## src/rtl/qrpy_pkg.sv

```systemverilog
// qrpy_pkg: shared types, constants and the microprogram of the relative attitude block.
// No dependencies; imported by every module in rtl/.
package qrpy_pkg;

    localparam int XY_W     = 56;
    localparam int ANG_W    = 38;
    localparam int MUL_W    = 32;
    localparam int ACC_W    = 64;
    localparam int ATAN_LEN = 24;
    localparam int STEP_W   = 5;
    localparam int PC_W     = 6;

    localparam logic [PC_W-1:0] UC_LAST = 6'd59;

    localparam logic signed [ACC_W-1:0] ONE_SQ    = 64'sd1073676289;
    localparam logic signed [ACC_W-1:0] ONE_SQ_SQ = ONE_SQ * ONE_SQ;
    localparam logic signed [ANG_W-1:0] PI_Q30     = 38'sd3373259426;
    localparam logic signed [ANG_W-1:0] TWO_PI_Q30 = 38'sd6746518852;
    localparam logic signed [ANG_W-1:0] HALF_PI_Q30 = 38'sd1686629713;
    localparam logic signed [XY_W-1:0]  GAIN_Q30   = 56'sd652032874;

    typedef enum logic [1:0] {MAC_NONE, MAC_LOAD, MAC_ADD, MAC_SUB} mac_op_t;

    typedef enum logic [4:0] {
        OP_CW, OP_CX, OP_CY, OP_CZ, OP_GW, OP_GX, OP_GY, OP_GZ,
        OP_AW, OP_AX, OP_AY, OP_AZ, OP_CO, OP_SI, OP_SP,
        OP_R20, OP_R21, OP_R22, OP_G00, OP_G10, OP_G20, OP_G02, OP_G12, OP_G22
    } opnd_t;

    typedef enum logic [4:0] {
        D_NONE, D_VY_DBL, D_VX_ONE, D_SP, D_VX_CP, D_CYAW, D_GYAW, D_PITCH, D_ERR,
        D_SINCOS, D_AW, D_AX, D_AY, D_AZ, D_G00, D_G10, D_G20, D_G02, D_G12, D_G22,
        D_R20, D_R21, D_R22, D_VY_NEG, D_VX_ACC
    } dst_t;

    typedef enum logic [2:0] {
        K_NONE, K_VEC, K_ROT, K_SQRT, K_WCOR, K_WSQRT, K_WWRAP, K_FINISH
    } kind_t;

    typedef struct packed {
        mac_op_t mac;
        opnd_t   opa;
        opnd_t   opb;
        dst_t    dst;
        kind_t   kind;
    } ucode_t;

    typedef struct packed {
        logic    in_load;
        mac_op_t mac;
        opnd_t   opa;
        opnd_t   opb;
        dst_t    dst;
        logic    cordic_start;
        logic    cordic_rot;
        logic    sqrt_start;
        logic    wrap_en;
        logic    out_load;
    } dp_cmd_t;

    typedef struct packed {
        logic cordic_busy;
        logic sqrt_busy;
        logic err_ok;
        logic out_busy;
    } dp_stat_t;

    function automatic logic [31:0] atan_entry(input logic [STEP_W-1:0] idx);
        logic [31:0] v;
        case (idx)
            5'd0:    v = 32'h3243F6A8;
            5'd1:    v = 32'h1DAC6705;
            5'd2:    v = 32'h0FADBAFC;
            5'd3:    v = 32'h07F56EA6;
            5'd4:    v = 32'h03FEAB76;
            5'd5:    v = 32'h01FFD55B;
            5'd6:    v = 32'h00FFFAAA;
            5'd7:    v = 32'h007FFF55;
            5'd8:    v = 32'h003FFFEA;
            5'd9:    v = 32'h001FFFFD;
            5'd10:   v = 32'h000FFFFF;
            5'd11:   v = 32'h0007FFFF;
            5'd12:   v = 32'h0003FFFF;
            5'd13:   v = 32'h0001FFFF;
            5'd14:   v = 32'h0000FFFF;
            5'd15:   v = 32'h00007FFF;
            5'd16:   v = 32'h00003FFF;
            5'd17:   v = 32'h00001FFF;
            5'd18:   v = 32'h00000FFF;
            5'd19:   v = 32'h000007FF;
            5'd20:   v = 32'h000003FF;
            5'd21:   v = 32'h000001FF;
            5'd22:   v = 32'h000000FF;
            5'd23:   v = 32'h0000007F;
            default: v = 32'h0;
        endcase
        return v;
    endfunction

    function automatic ucode_t uc(input mac_op_t m, input opnd_t a, input opnd_t b,
                                  input dst_t d, input kind_t k);
        ucode_t u;
        u.mac  = m;
        u.opa  = a;
        u.opb  = b;
        u.dst  = d;
        u.kind = k;
        return u;
    endfunction

    // destination writes use the accumulator as it stood before the same step
    function automatic ucode_t ucode(input logic [PC_W-1:0] pc);
        ucode_t u;
        case (pc)
            6'd0:    u = uc(MAC_LOAD, OP_CW,  OP_CZ,  D_NONE,   K_NONE);
            6'd1:    u = uc(MAC_ADD,  OP_CX,  OP_CY,  D_NONE,   K_NONE);
            6'd2:    u = uc(MAC_LOAD, OP_CY,  OP_CY,  D_VY_DBL, K_NONE);
            6'd3:    u = uc(MAC_ADD,  OP_CZ,  OP_CZ,  D_NONE,   K_NONE);
            6'd4:    u = uc(MAC_LOAD, OP_CW,  OP_CY,  D_VX_ONE, K_NONE);
            6'd5:    u = uc(MAC_SUB,  OP_CX,  OP_CZ,  D_NONE,   K_VEC);
            6'd6:    u = uc(MAC_NONE, OP_CW,  OP_CW,  D_SP,     K_NONE);
            6'd7:    u = uc(MAC_LOAD, OP_SP,  OP_SP,  D_NONE,   K_NONE);
            6'd8:    u = uc(MAC_NONE, OP_CW,  OP_CW,  D_NONE,   K_SQRT);
            6'd9:    u = uc(MAC_LOAD, OP_GW,  OP_GZ,  D_NONE,   K_NONE);
            6'd10:   u = uc(MAC_ADD,  OP_GX,  OP_GY,  D_NONE,   K_NONE);
            6'd11:   u = uc(MAC_LOAD, OP_GY,  OP_GY,  D_VY_DBL, K_NONE);
            6'd12:   u = uc(MAC_ADD,  OP_GZ,  OP_GZ,  D_NONE,   K_NONE);
            6'd13:   u = uc(MAC_NONE, OP_CW,  OP_CW,  D_VX_ONE, K_WCOR);
            6'd14:   u = uc(MAC_NONE, OP_CW,  OP_CW,  D_CYAW,   K_VEC);
            6'd15:   u = uc(MAC_NONE, OP_CW,  OP_CW,  D_NONE,   K_WSQRT);
            6'd16:   u = uc(MAC_NONE, OP_CW,  OP_CW,  D_VX_CP,  K_WCOR);
            6'd17:   u = uc(MAC_NONE, OP_CW,  OP_CW,  D_GYAW,   K_VEC);
            6'd18:   u = uc(MAC_NONE, OP_CW,  OP_CW,  D_ERR,    K_NONE);
            6'd19:   u = uc(MAC_NONE, OP_CW,  OP_CW,  D_NONE,   K_WWRAP);
            6'd20:   u = uc(MAC_NONE, OP_CW,  OP_CW,  D_NONE,   K_WCOR);
            6'd21:   u = uc(MAC_NONE, OP_CW,  OP_CW,  D_PITCH,  K_ROT);
            6'd22:   u = uc(MAC_NONE, OP_CW,  OP_CW,  D_NONE,   K_WCOR);
            6'd23:   u = uc(MAC_NONE, OP_CW,  OP_CW,  D_SINCOS, K_NONE);
            6'd24:   u = uc(MAC_LOAD, OP_CO,  OP_CW,  D_NONE,   K_NONE);
            6'd25:   u = uc(MAC_SUB,  OP_SI,  OP_CZ,  D_NONE,   K_NONE);
            6'd26:   u = uc(MAC_LOAD, OP_CO,  OP_CX,  D_AW,     K_NONE);
            6'd27:   u = uc(MAC_SUB,  OP_SI,  OP_CY,  D_NONE,   K_NONE);
            6'd28:   u = uc(MAC_LOAD, OP_CO,  OP_CY,  D_AX,     K_NONE);
            6'd29:   u = uc(MAC_ADD,  OP_SI,  OP_CX,  D_NONE,   K_NONE);
            6'd30:   u = uc(MAC_LOAD, OP_CO,  OP_CZ,  D_AY,     K_NONE);
            6'd31:   u = uc(MAC_ADD,  OP_SI,  OP_CW,  D_NONE,   K_NONE);
            6'd32:   u = uc(MAC_LOAD, OP_GY,  OP_GY,  D_AZ,     K_NONE);
            6'd33:   u = uc(MAC_ADD,  OP_GZ,  OP_GZ,  D_NONE,   K_NONE);
            6'd34:   u = uc(MAC_LOAD, OP_GX,  OP_GY,  D_G00,    K_NONE);
            6'd35:   u = uc(MAC_ADD,  OP_GW,  OP_GZ,  D_NONE,   K_NONE);
            6'd36:   u = uc(MAC_LOAD, OP_GX,  OP_GZ,  D_G10,    K_NONE);
            6'd37:   u = uc(MAC_SUB,  OP_GW,  OP_GY,  D_NONE,   K_NONE);
            6'd38:   u = uc(MAC_LOAD, OP_GX,  OP_GZ,  D_G20,    K_NONE);
            6'd39:   u = uc(MAC_ADD,  OP_GW,  OP_GY,  D_NONE,   K_NONE);
            6'd40:   u = uc(MAC_LOAD, OP_GY,  OP_GZ,  D_G02,    K_NONE);
            6'd41:   u = uc(MAC_SUB,  OP_GW,  OP_GX,  D_NONE,   K_NONE);
            6'd42:   u = uc(MAC_LOAD, OP_GX,  OP_GX,  D_G12,    K_NONE);
            6'd43:   u = uc(MAC_ADD,  OP_GY,  OP_GY,  D_NONE,   K_NONE);
            6'd44:   u = uc(MAC_LOAD, OP_AX,  OP_AZ,  D_G22,    K_NONE);
            6'd45:   u = uc(MAC_ADD,  OP_AW,  OP_AY,  D_NONE,   K_NONE);
            6'd46:   u = uc(MAC_LOAD, OP_AY,  OP_AZ,  D_R20,    K_NONE);
            6'd47:   u = uc(MAC_SUB,  OP_AW,  OP_AX,  D_NONE,   K_NONE);
            6'd48:   u = uc(MAC_LOAD, OP_AX,  OP_AX,  D_R21,    K_NONE);
            6'd49:   u = uc(MAC_ADD,  OP_AY,  OP_AY,  D_NONE,   K_NONE);
            6'd50:   u = uc(MAC_LOAD, OP_R20, OP_G00, D_R22,    K_NONE);
            6'd51:   u = uc(MAC_ADD,  OP_R21, OP_G10, D_NONE,   K_NONE);
            6'd52:   u = uc(MAC_ADD,  OP_R22, OP_G20, D_NONE,   K_NONE);
            6'd53:   u = uc(MAC_LOAD, OP_R20, OP_G02, D_VY_NEG, K_NONE);
            6'd54:   u = uc(MAC_ADD,  OP_R21, OP_G12, D_NONE,   K_NONE);
            6'd55:   u = uc(MAC_ADD,  OP_R22, OP_G22, D_NONE,   K_NONE);
            6'd56:   u = uc(MAC_NONE, OP_CW,  OP_CW,  D_VX_ACC, K_NONE);
            6'd57:   u = uc(MAC_NONE, OP_CW,  OP_CW,  D_NONE,   K_VEC);
            6'd58:   u = uc(MAC_NONE, OP_CW,  OP_CW,  D_NONE,   K_WCOR);
            6'd59:   u = uc(MAC_NONE, OP_CW,  OP_CW,  D_NONE,   K_FINISH);
            default: u = uc(MAC_NONE, OP_CW,  OP_CW,  D_NONE,   K_FINISH);
        endcase
        return u;
    endfunction

endpackage

```

## src/rtl/qrpy_ctrl.sv

```systemverilog
// qrpy_ctrl: microprogram sequencer, one datapath step per cycle but for waits.
// Depends on qrpy_pkg.
module qrpy_ctrl (
    input  logic                clk,
    input  logic                rst_n,
    input  logic                in_valid,
    output logic                in_stall,
    input  qrpy_pkg::dp_stat_t  stat,
    output qrpy_pkg::dp_cmd_t   cmd
);
    import qrpy_pkg::*;

    typedef enum logic {S_IDLE, S_RUN} state_t;

    state_t          state_reg, state_next;
    logic [PC_W-1:0] pc_reg, pc_next;
    ucode_t          u;
    logic            run, go;

    assign u   = ucode(pc_reg);
    assign run = (state_reg == S_RUN);

    always_comb
    begin
        case (u.kind)
            K_WCOR:   go = ~stat.cordic_busy;
            K_WSQRT:  go = ~stat.sqrt_busy;
            K_WWRAP:  go = stat.err_ok;
            K_FINISH: go = ~stat.out_busy;
            default:  go = 1'b1;
        endcase
    end

    always_comb
    begin
        cmd.in_load      = ~run && in_valid;
        cmd.mac          = run ? u.mac : MAC_NONE;
        cmd.opa          = u.opa;
        cmd.opb          = u.opb;
        cmd.dst          = run ? u.dst : D_NONE;
        cmd.cordic_start = run && (u.kind == K_VEC || u.kind == K_ROT);
        cmd.cordic_rot   = (u.kind == K_ROT);
        cmd.sqrt_start   = run && (u.kind == K_SQRT);
        cmd.wrap_en      = run && (u.kind == K_WWRAP);
        cmd.out_load     = run && (u.kind == K_FINISH) && go;
    end

    always_comb
    begin
        state_next = state_reg;
        pc_next    = pc_reg;
        case (state_reg)
            S_IDLE:
            begin
                pc_next = '0;
                if (in_valid)
                    state_next = S_RUN;
            end
            S_RUN:
            begin
                if (go)
                begin
                    if (u.kind == K_FINISH || pc_reg == UC_LAST)
                    begin
                        state_next = S_IDLE;
                        pc_next    = '0;
                    end
                    else
                        pc_next = pc_reg + 1'b1;
                end
            end
            default:
            begin
                state_next = S_IDLE;
                pc_next    = '0;
            end
        endcase
    end

    always_ff @(posedge clk or negedge rst_n)
    begin
        if (!rst_n)
        begin
            state_reg <= S_IDLE;
            pc_reg    <= '0;
        end
        else
        begin
            state_reg <= state_next;
            pc_reg    <= pc_next;
        end
    end

    assign in_stall = run;

endmodule

```

## config.mk

```make
export PLATFORM = sky130hd
export DESIGN_NAME = qrpy_ctrl
export DESIGN_NICKNAME = d
export VERILOG_FILES = /design/src/rtl/qrpy_pkg.sv /design/src/rtl/qrpy_ctrl.sv
export SDC_FILE = /design/constraint.sdc
export NUM_CORES = 1
export LEC_CHECK = 0
export BUFFER_PORTS_ARGS = -buffer_cell sky130_fd_sc_hd__buf_2
export CAP_MARGIN = 20
export CELL_PAD_IN_SITES_DETAIL_PLACEMENT = 0
export CELL_PAD_IN_SITES_GLOBAL_PLACEMENT = 1
export CORE_MARGIN = 2
export CORE_UTILIZATION = 38
export CTS_CLUSTER_DIAMETER = 40
export CTS_CLUSTER_SIZE = 28
export DETAILED_ROUTE_END_ITERATION = 8
export PLACE_DENSITY = 0.77
export SLEW_MARGIN = 20
export SYNTH_ARGS = -nofsm -noshare
export SYNTH_HDL_FRONTEND = slang
export SYNTH_SLANG_ARGS = --single-unit
```

## constraint.sdc

```tcl
create_clock -name clk -period 5.2 [get_ports clk]
set_input_delay 1.3 -clock clk [delete_from_list [all_inputs] [get_ports clk]]
set_output_delay 1.3 -clock clk [all_outputs]
set_load 0.01 [all_outputs]
```

# --- Word level (Yosys, flattened, before mapping) ---
# Memory sizes are Yosys's and may differ from the RTL's.
# Cells that the tools add are included.
classes:
  n_addsub: 1
  n_eq_ne: 9
  muxes: 10
  bitwise: 4
  n_reduce_logical: 8
op_table:
  columns: ["op", "count"]
  rows:
  - ["equality test 3 bit, second input constant", 4]
  - ["two-way mux 6 bit", 2]
  - ["case mux 6 bit (2 select lines)", 1]
  - ["adder 6 x 1 -> 6 bit, second input constant", 1]
  - ["equality test 3 x 2 -> 1 bit, second input constant", 2]
  - ["equality test 6 bit, second input constant", 1]
  - ["logical AND 1 bit", 6]
  - ["two-way mux 5 bit", 1]
  - ["NOT 1 bit", 4]
  - ["case mux 1 bit (4 select lines)", 1]
  - ["equality test 3 x 1 -> 1 bit, second input constant", 1]
  - ["two-way mux 1 bit", 3]
  - ["logical OR 1 bit", 2]
  - ["two-way mux 2 bit", 1]
  - ["!= test 2 x 1 -> 1 bit, second input constant", 1]
  - ["case mux 1 bit (2 select lines)", 1]
word_totals:
  reg_bits: 7
  mem_bits_ro: 1280
  input_bits: 7
  out_inout_bits: 24
  word_cells: 35
  n_memories: 1
mem_list:
  columns: ["name", "depth", "word_bits", "rd", "rd_clocked_by_memory_dff", "wr", "line", "text"]
  rows:
  - ["(name not given)", 64, 20, 1, 0, 0, "qrpy_pkg.sv:114", "case (pc)"]

# --- Logic depth before layout (Yosys ltp) ---
# Gate-level depths: netlist of the first run.
# An unclocked memory read counts as a cell.
logic_depth:
  ltp_word: 6
  depth_mapped: 12
  mapped_depth_nobuf: 9

# --- Worst setup path before layout of the first run ---
# Ideal clock, no wire load.
synth_timing:
  path_kind: "register to output"
  startpoint: "register pc_reg[0]"
  endpoint: "output cmd[4] in the netlist's numbering"
  arrival_ns: 2.308
  required_ns: 3.900
  setup_slack_ns: 1.592
  stages_incl_launch_ff: 10
  path_buffers: 2
  path_cell_list: "dfrtp_1 > clkbuf_1 > inv_1 > ha_1 > a21oi_1 > a2111oi_1 > or2_1 > buf_6 > xnor2_1 > nor3b_1"
synth_rtl:
  columns: ["item", "line", "text"]
  rows:
  - ["from (decl)", "qrpy_ctrl.sv:16", "logic [PC_W-1:0] pc_reg, pc_next;"]
  - ["from (signal assigned)", "qrpy_ctrl.sv:90", "pc_reg <= pc_next;"]
  - ["to (decl)", "qrpy_ctrl.sv:9", "output qrpy_pkg::dp_cmd_t cmd"]

==> flow_summary.toml, run 1 <==
[run_status]
status = "finished, final reports clean"

[pwr]
vdd_drop_max_uv = 250.5
p_sw_w = 0.0008327
intPower_w = 0.0005978
sw_frac_of_total_pct = 58.21
p_leak_nw = 0.7735
p_clk_share_pct = 5.4
cellPowerDensity_nw_per_um2 = 770.4
pwr-share-seq_pct = 12.6
pwr-share-comb_pct = 82.0
power_w = 0.001431

[global_routing]
grt_use_total_pct = 20.78
grt_max_degree = 39
antenna_found_initial = 0
grt_pass1_vias = 1740
gr-total-overflow = 0
grt_pass1_wl_mm = 8.618

[finish]
nets = 285
diodes = 0
fillCellCount = 480
final_design_area_no_fill_um2 = 1857
largest_reg_flops = 6
syn_to_final_growth_pct = 9.682
drive_gt1_share_pct = 18.56

[cts]
clkTransAtPathRegs_ps = 40
clock_latency_ps = 230
cts_buffer_depth = 2
cts_made_buffers = 3
cts_root_buffer = "clkbuf_8"
htree_num_levels = 1
post_cts_buffers = 0
hold_buffers = 0
cts.repair.resized = 0
cts_tree = "built"
cts_sinks = 7

[routing]
first_iter_violations = 230
ant_nets = 0
post_drt_via_cell_ratio = 6.076
drc = 0
routed_wl_mm = 5.090
post_drt_wl_per_cell_um = 16.11
firstDrtPassIters = 4
via_count = 1920

[yosys]
yosysSeqAreaShare_pct = 10.35
syn_nets = 269
synth-edff-count = 0
ys_ff_latch = 7
synth_warnings = 0
synthTopCellsByCount = "33 x nand2_1, 22 x o21ai_0, 21 x a21oi_1"
synth.area.top_cells = "dfrtp_1 10%, ha_1 9.6%, nand2_1 7.3%, o21ai_0 6.5%, a21oi_1 6.2%"
synth_area_um2 = 1693
synth.distinct_cells = 60
syn_inst = 249
yosys.area.top_type_share_pct = 10.35
async_reset_ff_share_pct = 100.0
syn_area_per_cell_um2 = 6.799
synth_flop_cell = "dfrtp_1"
synth_top_cell_by_area = "dfrtp_1"
yosysMostFrequentCell = "nand2_1"

[timing]
final.setup.tns_ps = 0
fin_ws_ps = 834.9
clock_skew_ps = 2.350
finalCritPeriodShare_pct = 83.94
min_period_ps = 4365
rsz0062_at_grt = "no"
setup_violations = 0
hold_viol = 0
clock.fmax_mhz = 229.1
worst_pin_slew_ps = 747.2
slew_headroom_pct = 50.19
final_max_slew_viol_count = 0

[critical_path]
worst_ep_arrival_time_ps = 3070
required_ps = 3900
worstSetupStartpointType = "register"
worst_setup_path_end_kind = "output pin"
worstPathMaxFanout = 18
critPathKind = "reg2out"

[floorplanning]
die_w_um = 70.75
dieHeight_um = 70.75
coreArea_um2 = 4324
rows = 24
fp.dieArea_um2 = 5005
initial_core_util_pct = 39.15
boundaryPins = 31

[job]
maxCapViolations = 0

[place]
dp_hpwl_mm = 3.561
pre_cts_ws_ps = 1134
dpl_cell_area_um2 = 1812
place_congestion = 0.8410
port_buffers = 30

[min_path]
hp-class = "reg2reg"
==> cell families after synthesis <==
group                      synth area share [%]
AOI/OAI and AO/OA                         41.17
xor gates and xnor gates                  1.035
adders and majority gates                 9.609
buffers and inverters                     10.35
DFF                                       10.35
muxes                                     1.256
and+or+nand+nor                           26.24
==> final cells by class <==
type	instances	area, µm²	share of cell area (%)
Clock buffer	4	45.04	2.426
Inverter	11	41.29	2.224
Multi-Input combinational cell	207	1343	72.30
Sequential cell	7	175.2	9.434
Tap cell	52	65.06	3.504
Timing Repair Buffer	35	187.7	10.11
==> worst max-delay path, stage by stage, from the launching register on <==
cell and delay (ps):
dfrtp_1 600, inv_1 360, ha_1 330, a21oi_1 100, a2111oi_1 590, or2_1 390, xnor2_1 100, nor3b_1 190
buf_2 160
==> placed cells by master, fill, tap and decap left out, types with 5 or more instances in the layout <==
cell | netlist | routed
a211oi_1 | 7 | 7
a21boi_0 | 7 | 7
a21oi_1 | 21 | 21
buf_2 | 5 | 30
buf_4 | 2 | 5
dfrtp_1 | 7 | 7
ha_1 | 13 | 13
inv_1 | 10 | 10
nand2_1 | 33 | 33
nand3_1 | 9 | 9
nor2_1 | 19 | 19
nor2b_1 | 6 | 6
nor3_1 | 5 | 5
o211ai_1 | 6 | 6
o21ai_0 | 22 | 22
o21ai_1 | 5 | 5
==> metal layers <==
metal  up-vias  global-route usage, %  part of all wire (%)
li1        946                      -                     -
met1       908                  29.71                    46
met2        64                  34.48                    48
met3         2                 0.9972                   5.1
met4         0                  5.031                  0.45
met5         -                      0                     0
==> power groups by stage <==
stage / Clock (W) / Combinational [W] / Sequential (W)
after floorplan: 0 / 0.000945 / 0.000107
after global placement: 0 / 0.00118 / 0.000178
after detailed placement: 0 / 0.00117 / 0.000177
after CTS: 0.0000780 / 0.00118 / 0.000177
after global routing: 0.0000816 / 0.00132 / 0.000191
final: 0.0000769 / 0.00117 / 0.000180
==> final timing paths <==
| check | slack, ps | to | startpoint | cells after the start |
|---|---|---|---|---|
| setup / recovery | 830 | cmd[4] | pc_reg[0]$_DFFE_PN0P_ | 8 |
| hold / removal | 720 | pc_reg[1]$_DFFE_PN0P_ | pc_reg[1]$_DFFE_PN0P_ | 2 |
| setup reg to reg | 2160 | pc_reg[5]$_DFFE_PN0P_ | pc_reg[0]$_DFFE_PN0P_ | 8 |
| hold reg to reg | 720 | pc_reg[1]$_DFFE_PN0P_ | pc_reg[1]$_DFFE_PN0P_ | 2 |
| max in group asynchronous | 4150 | pc_reg[5]$_DFFE_PN0P_ | rst_n | 1 |
| min in group asynchronous | 900 | pc_reg[3]$_DFFE_PN0P_ | rst_n | 1 |
==> stage by stage <==
step	utilization [%]	hold slack, ps	cells
6_report	42.94	715.9	316
5_1_grt	42.94	731.8	316
4_1_cts	42.94	713.8	316
3_5_place_dp	41.90	679.4	312
3_3_place_gp	41.90	686.0	312
2_1_floorplan	-	629.1	249
Power figures use the tool's default switching activity.
==> inputs of run 2 (changes only) <==
- clock period: 5.2 -> 4.4 ns (I/O delays scaled with it)
==> run 2 against run 1 <==
Effect of this change:
- cell count increased by 0.63%
- design area increased by 0.81%
- clock power increased by 15%
- combinational power increased by 22%
- register-to-register slack got worse by 510 ps
- critical path depth unchanged
- clock-buffer cell count unchanged
- non-clock buffer count increased by 2
- global-route usage decreased by 0.39 points
- sequential power decreased by 3%
- die area unchanged
- clock skew decreased by 0.80 ps
- critical path type unchanged
- critical endpoint unchanged
==> flow_summary.toml, run 2 (synthesis gave the netlist of run 1 again) <==
[routing]
firstDrtPassIters = 4
drc = 0
post_drt_via_cell_ratio = 5.953
first_iter_violations = 130
post_drt_wl_per_cell_um = 15.82
routed_wl_mm = 5.030
ant_nets = 0
via_count = 1893

[cts]
clock_latency_ps = 220
cts_tree = "built"
cts_root_buffer = "clkbuf_8"
htree_num_levels = 1
post_cts_buffers = 0
cts_made_buffers = 3
cts.repair.resized = 0
cts_buffer_depth = 2
clkTransAtPathRegs_ps = 40
hold_buffers = 0
cts_sinks = 7

[place]
dpl_cell_area_um2 = 1827
place_congestion = 0.8462
port_buffers = 30
dp_hpwl_mm = 3.662

[timing]
clock_skew_ps = 1.554
final.setup.tns_ps = 0
setup_violations = 0
worst_pin_slew_ps = 753.6
min_period_ps = 3889
final_max_slew_viol_count = 0
holdWs_ps = 697.3
clock.fmax_mhz = 257.1
rsz0062_at_grt = "no"
slew_headroom_pct = 49.76
finalCritPeriodShare_pct = 88.39
hold_viol = 0

[floorplanning]
dieHeight_um = 70.75
coreArea_um2 = 4324
rows = 24
boundaryPins = 31
die_w_um = 70.75
fp.dieArea_um2 = 5005
initial_core_util_pct = 39.15

[finish]
syn_to_final_growth_pct = 10.57
diodes = 0
mostFrequentLayoutCell = "nand2_1"
final_cell_mix = "33 x nand2_1, 30 x buf_2, 22 x o21ai_0"
multi_input_area_um2 = 1343
final_design_area_no_fill_um2 = 1872
drive_gt1_share_pct = 19.17
nets = 287
fillCellCount = 466
largest_reg_flops = 6
seqCellArea_um2 = 175.2

[critical_path]
path_cells = "inv_1 -> ha_1 -> nand2b_2 -> a2111oi_1 -> or2_1 -> xnor2_1 -> nor3b_1 -> buf_2"
cp_slowest_cell = "a2111oi_1"
crit_family = "simple AND/OR/NAND/NOR gates"
worstPathMaxFanout = 10
critPathKind = "reg2out"
worst_setup_path_end_kind = "output pin"
required_ps = 3300
slowest_delay_ps = 500
worstSetupStartpointType = "register"
critPathBufInv = 2
worst_ep_arrival_time_ps = 2790

[pwr]
cellPowerDensity_nw_per_um2 = 903.1
p_leak_nw = 0.7833
vdd_drop_max_uv = 224.1

[global_routing]
grt_pass1_wl_mm = 8.500
gr-total-overflow = 0
grt_pass1_vias = 1696
grt_max_degree = 35
grt_use_total_pct = 20.39
antenna_found_initial = 0

[run_status]
status = "finished, final reports clean"

[job]
maxCapViolations = 0

[min_path]
hp-class = "in2async"
## run 2: changes by cell type in the layout (fill, tap and decap cells not counted), sizes merged
cell,change
buf,+2
## run 2: final cells by class
cell class	instances	area share, %
Timing Repair Buffer	37	10.83
Multi-Input combinational cell	207	71.72
Tap cell	52	3.476
Clock buffer	4	2.406
Inverter	11	2.206
Sequential cell	7	9.358
## run 2: path summary, 6_finish.rpt
kind	depth (start not counted)	slack (ps)	startpoint	endpoint
min in group clk	2	700	pc_reg[1]$_DFFE_PN0P_	pc_reg[1]$_DFFE_PN0P_
hold reg to reg	2	700	pc_reg[1]$_DFFE_PN0P_	pc_reg[1]$_DFFE_PN0P_
setup reg to reg	8	1650	pc_reg[1]$_DFFE_PN0P_	pc_reg[5]$_DFFE_PN0P_
hold / removal	1	700	rst_n	in_stall$_DFF_PN0_
setup / recovery	8	510	pc_reg[1]$_DFFE_PN0P_	cmd[4]
max in group asynchronous	1	3550	rst_n	pc_reg[1]$_DFFE_PN0P_
## run 2: report_power, final
| group | switching [W] | total (W) | internal [W] | leakage, nW |
|---|---|---|---|---|
| Clock | 0.0000260 | 0.0000886 | 0.0000625 | 0.0228 |
| Combinational | 0.000863 | 0.00143 | 0.000565 | 0.675 |
| Sequential | 0.0000813 | 0.000174 | 0.0000927 | 0.0853 |
| Total | 0.000971 | 0.00169 | 0.000720 | 0.783 |
## run 2: worst reg2reg max path, cell delays in order (launching register included)
cell and delay (ps):
dfrtp_1 490, inv_1 190, ha_1 440, nand2b_2 120, a2111oi_1 500, or2_1 370
o211ai_2 250, nand4_1 160, o211ai_1 90
## run 2: metal layers
metal	up-vias	wire, µm	global-route usage, %
met5	-	0	0
met4	0	43	4.612
met3	4	201	1.282
met2	50	2440	32.81
met1	888	2345	29.95
li1	951	-	-
## run 2: metrics by stage
stage / power (W) / setup slack [ps] / std cells / util (%)
2_1_floorplan: 0.001244 / 991.8 / 249 / -
3_3_place_gp: 0.001608 / 814.7 / 314 / 42.25
3_5_place_dp: 0.001599 / 783.7 / 314 / 42.25
4_1_cts: 0.001694 / 529.3 / 318 / 43.29
5_1_grt: 0.001881 / 219.1 / 318 / 43.29
6_report: 0.001690 / 510.8 / 318 / 43.29
